## config.mk

```make
export PLATFORM = sky130hd
export DESIGN_NAME = base64url_id_decoder_top
export DESIGN_NICKNAME = d
export VERILOG_FILES = /design/src/design/b64id_pkg.sv /design/src/design/b64id_core.sv /design/src/design/base64url_id_decoder_top.sv
export VERILOG_INCLUDE_DIRS = /design/src /design/src/design
export SDC_FILE = /design/constraint.sdc
export NUM_CORES = 1
export LEC_CHECK = 0
export ABC_AREA = 1
export BUFFER_PORTS_ARGS = -buffer_cell sky130_fd_sc_hd__clkbuf_2
export CORE_MARGIN = 8
export CORE_UTILIZATION = 61
export CTS_BUF_LIST = sky130_fd_sc_hd__clkbuf_16
export CTS_CLUSTER_DIAMETER = 100
export DETAILED_ROUTE_END_ITERATION = 10
export GPL_TIMING_DRIVEN = 0
export PLACE_DENSITY = 0.92
export SYNTH_ARGS = -nofsm -noshare
export SYNTH_HDL_FRONTEND = slang
export SYNTH_SLANG_ARGS = --single-unit
```

## constraint.sdc

```tcl
create_clock -name clk -period 4.9 [get_ports clk]
set_input_delay 1.225 -clock clk [delete_from_list [all_inputs] [get_ports clk]]
set_output_delay 1.225 -clock clk [all_outputs]
set_load 0.1 [all_outputs]
```

## src/design/assert_macros.svh

```systemverilog
// Assertion macros shared by the RTL of the base64url id decoder.
// Used by files that check their own logic; SYNTH removes the checks.
`ifndef ASSERT_MACROS_SVH
`define ASSERT_MACROS_SVH
`ifndef SYNTH
// expr must hold at every clock edge out of reset
`define B64_ASSERT(lbl, expr) \
    lbl: assert property (@(posedge clk) disable iff (!rst_n) (expr)) \
        else $error("%m: assertion failed");
// cons must hold in the cycle after ante
`define B64_ASSERT_NEXT(lbl, ante, cons) \
    lbl: assert property (@(posedge clk) disable iff (!rst_n) (ante) |=> (cons)) \
        else $error("%m: assertion failed");
`else
`define B64_ASSERT(lbl, expr)
`define B64_ASSERT_NEXT(lbl, ante, cons)
`endif
`endif

```

## src/design/b64id_pkg.sv

```systemverilog
// Package for the base64url id decoder: item types, constants and the
// alphabet map. No dependencies.
`default_nettype none

package b64id_pkg;

    localparam logic [3:0] TOKEN_LEN    = 4'd11;
    localparam logic [3:0] LAST_POS     = 4'd10;
    localparam logic [7:0] INVALID_CODE = 8'h80;
    localparam logic [7:0] BODY_MASK    = 8'hC0;
    localparam logic [7:0] TAIL_MASK    = 8'hC3;
    localparam logic [7:0] CODE_DASH    = 8'd62;
    localparam logic [7:0] CODE_USCORE  = 8'd63;
    localparam logic [7:0] CODE_DIGIT0  = 8'd52;
    localparam logic [7:0] CODE_LOWER_A = 8'd26;

    typedef struct packed {
        logic [7:0] symbol;
        logic       is_final;
    } item_t;

    typedef struct packed {
        logic        ok;
        logic [63:0] ident;
    } result_t;

    // ASCII to 6-bit value, INVALID_CODE outside the alphabet
    function automatic logic [7:0] map_symbol(input logic [7:0] c);
        logic [7:0] v;
        if (c >= 8'h41 && c <= 8'h5A)
            v = c - 8'h41;
        else if (c >= 8'h61 && c <= 8'h7A)
            v = c - 8'h61 + CODE_LOWER_A;
        else if (c >= 8'h30 && c <= 8'h39)
            v = c - 8'h30 + CODE_DIGIT0;
        else if (c == 8'h2D)
            v = CODE_DASH;
        else if (c == 8'h5F)
            v = CODE_USCORE;
        else
            v = INVALID_CODE;
        return v;
    endfunction

    // bit offset of a body character, MSB first
    function automatic logic [5:0] shift_amt(input logic [3:0] pos);
        logic [5:0] sh;
        unique case (pos)
            4'd0:    sh = 6'd58;
            4'd1:    sh = 6'd52;
            4'd2:    sh = 6'd46;
            4'd3:    sh = 6'd40;
            4'd4:    sh = 6'd34;
            4'd5:    sh = 6'd28;
            4'd6:    sh = 6'd22;
            4'd7:    sh = 6'd16;
            4'd8:    sh = 6'd10;
            4'd9:    sh = 6'd4;
            default: sh = 6'd0;
        endcase
        return sh;
    endfunction

endpackage

`default_nettype wire

```

## src/design/b64id_core.sv

```systemverilog
// Decode stage: token state, identifier assembly and the result register.
// Depends on b64id_pkg.
`default_nettype none

module b64id_core (
    input  wire logic              clk,
    input  wire logic              rst_n,
    input  wire logic              advance,
    input  wire logic              in_valid,
    input  wire b64id_pkg::item_t  in_item,
    output logic                   out_valid,
    output b64id_pkg::result_t     out_result
);

    logic [3:0]  position_reg, position_next;
    logic [63:0] accum_reg, accum_next;
    logic        bad_reg, bad_next;
    logic [63:0] stored_reg, stored_next;
    logic        out_valid_reg;
    b64id_pkg::result_t result_reg, result_next;

    logic [7:0]  code;
    logic        bad_now;
    logic [63:0] accum_upd;
    logic        token_ok;
    logic        take;

    assign take = advance && in_valid;
    assign code = b64id_pkg::map_symbol(in_item.symbol);

    always_comb
    begin
        bad_now   = 1'b0;
        accum_upd = accum_reg;
        if (position_reg < b64id_pkg::LAST_POS)
        begin
            if ((code & b64id_pkg::BODY_MASK) != 8'd0)
                bad_now = 1'b1;
            else
                accum_upd = accum_reg
                    | (64'(code[5:0]) << b64id_pkg::shift_amt(position_reg));
        end
        else if (position_reg == b64id_pkg::LAST_POS)
        begin
            if ((code & b64id_pkg::TAIL_MASK) != 8'd0)
                bad_now = 1'b1;
            else
                accum_upd = accum_reg | 64'(code[5:2]);
        end
        else
        begin
            bad_now = 1'b1;
        end
    end

    assign token_ok = !(bad_reg || bad_now) && (position_reg == b64id_pkg::LAST_POS);

    always_comb
    begin
        position_next = position_reg;
        accum_next    = accum_reg;
        bad_next      = bad_reg;
        stored_next   = stored_reg;
        result_next   = result_reg;
        if (take)
        begin
            if (in_item.is_final)
            begin
                position_next = 4'd0;
                accum_next    = 64'd0;
                bad_next      = 1'b0;
                if (token_ok)
                    stored_next = accum_upd;
                result_next.ok    = token_ok;
                result_next.ident = token_ok ? accum_upd : stored_reg;
            end
            else
            begin
                accum_next = accum_upd;
                bad_next   = bad_reg || bad_now;
                if (position_reg < b64id_pkg::TOKEN_LEN)
                    position_next = position_reg + 4'd1;
            end
        end
    end

    always_ff @(posedge clk or negedge rst_n)
    begin
        if (!rst_n)
        begin
            position_reg  <= 4'd0;
            accum_reg     <= 64'd0;
            bad_reg       <= 1'b0;
            stored_reg    <= 64'd0;
            out_valid_reg <= 1'b0;
        end
        else
        begin
            position_reg <= position_next;
            accum_reg    <= accum_next;
            bad_reg      <= bad_next;
            stored_reg   <= stored_next;
            if (advance)
                out_valid_reg <= in_valid && in_item.is_final;
        end
    end

    always_ff @(posedge clk)
    begin
        result_reg <= result_next;
    end

    assign out_valid  = out_valid_reg;
    assign out_result = result_reg;

endmodule

`default_nettype wire

```

## src/design/base64url_id_decoder_top.sv

```systemverilog
// Top level of the base64url id decoder: input register, decode stage, checks.
// Depends on b64id_pkg, b64id_core and assert_macros.svh.
//
// Usage:
//   s_axis carries one ASCII character per request in tdata; tlast marks the
//   last character of an 11-character base64url token.
//   m_axis returns one request per token: tdata is the stored 64-bit id,
//   tuser is 1 when the token decoded and was stored, 0 on any error (the
//   previous id is returned unchanged).
//   Characters are taken one per clock. A request passes the input register
//   and then the decode stage's result register before its result is valid;
//   a stall on m_axis can hold it in either register.
//   Throughput: one character per cycle while m_axis is ready.
//   When m_axis stalls, the pending result holds, one more character can sit
//   in the input register, and s_axis_tready then drops.
//   Reset clears the token state and the stored id to zero and empties both
//   registers; the first character after reset starts a new token.
`default_nettype none
`include "assert_macros.svh"

module base64url_id_decoder_top (
    input  wire logic        clk,
    input  wire logic        rst_n,
    input  wire logic        s_axis_tvalid,
    output logic             s_axis_tready,
    input  wire logic [7:0]  s_axis_tdata,   // [7:0] symbol
    input  wire logic        s_axis_tlast,   // is_final
    output logic             m_axis_tvalid,
    input  wire logic        m_axis_tready,
    output logic [63:0]      m_axis_tdata,   // [63:0] ident
    output logic             m_axis_tuser    // [0] ok
);

    logic               in_valid_reg;
    b64id_pkg::item_t   in_item_reg;
    logic               advance;
    logic               core_valid;
    b64id_pkg::result_t core_result;

    assign advance       = !core_valid || m_axis_tready;
    assign s_axis_tready = !in_valid_reg || advance;

    always_ff @(posedge clk or negedge rst_n)
    begin
        if (!rst_n)
            in_valid_reg <= 1'b0;
        else if (s_axis_tready)
            in_valid_reg <= s_axis_tvalid;
    end

    always_ff @(posedge clk)
    begin
        if (s_axis_tready)
        begin
            in_item_reg.symbol   <= s_axis_tdata;
            in_item_reg.is_final <= s_axis_tlast;
        end
    end

    b64id_core u_core (
        .clk        (clk),
        .rst_n      (rst_n),
        .advance    (advance),
        .in_valid   (in_valid_reg),
        .in_item    (in_item_reg),
        .out_valid  (core_valid),
        .out_result (core_result)
    );

    assign m_axis_tvalid = core_valid;
    assign m_axis_tdata  = core_result.ident;
    assign m_axis_tuser  = core_result.ok;

    `B64_ASSERT_NEXT(a_hold_input, in_valid_reg && !advance, in_valid_reg)
    `B64_ASSERT_NEXT(a_result_from_final, !(in_valid_reg && in_item_reg.is_final),
                     !$rose(m_axis_tvalid))
    `B64_ASSERT_NEXT(a_no_result_midtoken,
                     advance && in_valid_reg && !in_item_reg.is_final, !m_axis_tvalid)

endmodule

`default_nettype wire

```

==> results.md <==
- Remaining DRCs: 0
- Dpl hpwl: a little over 20000 µm
- Netlist Area Pre-Place: 10800 µm²
- Vias: 9255
- Initial Utilization: 62.5%
- Min-delay src: u_core.stored_reg[3]
- Tot GR Track Use: between 20 and 30%
- Setup crit start kind: primary input
- Pwr dens: 452 nW/µm²
- RD Place Congestion: 1.00
- Leading post-synthesis cells by cell area: dfrtp_1 31%, edfxtp_1 21%, nand2_1 12%
- Area share of fa/ha/maj cells after synthesis: under 10%
- Hold Crit Class: register to register
- Setup Buffers After CTS: 0
- Remaining global-route overflow: 0
- Hold path cells: 2
- Total Routed Length: 28700 µm
- DR WL/cell: 17.8 µm
- # diodes: 0
- Core Box Area: 17300 µm²
- Vias in the first global route: 9030
- Initial antenna violation count: 0
- Post-route ant nets: 0
- Hold Violations, Final: 0
- IO buf count: 79
- Synth area leader: dfrtp_1
- Initial detailed-routing violation count: between 800 and 900
- Drt first pass iters: 6
- Design area: 12200 µm²
- Crit-path max FO: 11
- Largest register FFs: 65
- Crit path time final: around 3.5 ns
- Status: finished, final reports clean
- CTS Hold Bufs: 0
- Worst-Skew Late Latency: 0.51 ns
- Vias per inst: 5.72
- Largest net degree at the start of global routing: between 70 and 80
- FILL cells: ~1300
- Layout area overhead: 12.7%
- EDFF count, synth: 74
- Worst R2R End: u_core.out_result[59]
- RSZ-0062 raised after global routing: no
- H-Tree Depth: 1
- Tcrit/Tclk final: 71.9%
- Worst Hold Slack: 0.478 ns
- Slew Viols, Final: 0
- Met3 routed WL: 2460 µm
- CTS max path bufs: 3
- Post-Synth Simple-Gate Area: between 30% and 40%
- Register area share after synthesis: 51.8%
- Met1 Wirelength: 11900 µm
- CP bufs+invs: 3
- Compound-cell area share of the yosys netlist: under 10%
- CP arrival: between 2 and 2.5 ns
- Post-synthesis cell type count: 35
- Crit-path max cell delay: 0.56 ns
- Finish-stage setup viols: 0
- Leak pwr: roughly 5.8 nW
- Dpl ws: 0.983 ns
- CTS Buf Count: 22
- Synth top area share: 31.2%
- Most common cell on crit path: clkbuf_2
- VDD IR max: 0.337 mV
- Synth Area in XOR/XNOR: 0.810%
- Syn_area_per_cell: ~8.5 µm²
- IO Pins: 80
- Sequential cell area: between 5000 and 6000 µm²
- Count leader, synth: nand2_1
- #FFs+latches synth: 209
- CTS tree: yes
- Chip width: about 150 µm
- Main synth FF type: dfrtp_1
- Die area: between 20000 and 25000 µm²
- Multiplexer area fraction after synthesis: 0%
- Clock sinks: 209
- Hold Path Sink: u_core.stored_reg[3]
- Multi-input gate area: 4230 µm²
- CP endpoint kind: output pin
- Reg clk slew, reported paths: about 0.060 ns
- Met2 Routed Length: 13600 µm
- Worst-path cell chain: clkbuf_2 > inv_1 > nand3_1 > clkbuf_2
- Chip Height: 149 µm
- CTS resizes: 0
- Post-synth ARST share: between 60% and 70%
- # rows: 48
- Critical path's top delay family: buffers and inverters
- RR Startpoint: u_core.position_reg[1]
- Max-Cap Viols: 0
- Fraction of layout cells with a size suffix above 1: 13.2%
- Worst setup margin: ~1.4 ns
- Root Buffer: clkbuf_16
- FF-to-FF path depth: 12
- Clock skew: ~0.013 ns
- Final layout net count: roughly 1400
- DP Area: 11500 µm²
- Main combinational cell family by area after synthesis: simple AND/OR/NAND/NOR gates
- Fmax: about 280 MHz
- Relative slew slack: 31.5%
- Highest metal used: met4
- First-pass GRT wire length: 46500 µm
- Slew at the pin with the worst max-slew slack: 1.02 ns
- Syn_nets: 1298
- Synth warn: 0
- Synth top cells by count: 345 x nand2_1, 171 x inv_1, 135 x dfrtp_1
- Crit path kind: primary input to output pin
- Reg2Reg Setup Slack: about 1.6 ns
- Worst EP required: 3.67 ns
- CP max-delay cell: clkbuf_2
- Synthesized instance count: 1273
[tightest hold or removal path, cell delays in order (launching register included)]
cell and delay (ns):
dfrtp_1 0.34, nand2_1 0.05, nand2_1 0.06
[routing by layer]
layer	vias to the layer above	GRT usage, %
li1	4375	-
met5	-	0
met3	59	4.43
met2	420	42.2
met4	0	8.43
met1	4401	34.6
[report_power, final]
| part | switching, mW | internal (mW) |
|---|---|---|
| registers | 0.0844 | 1.99 |
| clock network | 0.695 | 0.847 |
| logic | 1.52 | 0.373 |
[layout make-up]
class	count	share of cell area [%]
clock buffer	23	4.72
tap	225	2.31
buffer	58	2.67
clock inverter	17	0.657
inverter	177	5.45
multi-input combinational	829	34.7
sequential	209	46.0
timing repair buffer	80	3.54
[per-stage QoR]
step,TNS [ns],util (%),power [mW],std cells
after floorplan,0,-,3.45,1273
after global placement,-60.36,66.4,3.91,1577
after detailed placement,0,66.7,3.93,1578
after CTS,0,70.5,5.46,1618
after global routing,0,70.5,5.75,1618
final,0,70.5,5.50,1618
[kinds of logic after synthesis]
family | count (synthesis)
and+or+nand+nor | 679
adders and majority gates | 12
buffers and inverters | 235
xor gates and xnor gates | 10
DFF | 209
AOI/OAI and AO/OA | 128
[placed cells by master, fill, tap and decap left out, drive strengths merged, types with 3 or more instances in the layout]
| cell | count |
|---|---|
| dfrtp | 135 |
| nor3 | 3 |
| inv | 181 |
| o21ai | 53 |
| nand4 | 61 |
| nand3 | 164 |
| xor2 | 9 |
| edfxtp | 74 |
| clkinvlp | 3 |
| nand3b | 3 |
| a211oi | 5 |
| clkinv | 10 |
| ha | 12 |
| nand2 | 351 |
| and2 | 60 |
| buf | 23 |
| a22oi | 14 |
| clkbuf | 138 |
| nor2 | 36 |
| a21oi | 53 |
[how the worst max path moves through the flow]
stage / depth (start not counted) / slack (ns) / startpoint / end
6_report: 4 / 1.38 / m_axis_tready / s_axis_tready
5_1_grt: 4 / 1.28 / m_axis_tready / s_axis_tready
4_1_cts: 4 / 1.34 / m_axis_tready / s_axis_tready
3_5_place_dp: 6 / 0.98 / m_axis_tready / u_core.out_result[3]
3_3_place_gp: 6 / -0.84 / m_axis_tready / u_core.out_result[10]
2_1_floorplan: 5 / 0.53 / m_axis_tready / u_core.out_result[0]
Note: power is estimated with default switching activity, not from simulation.
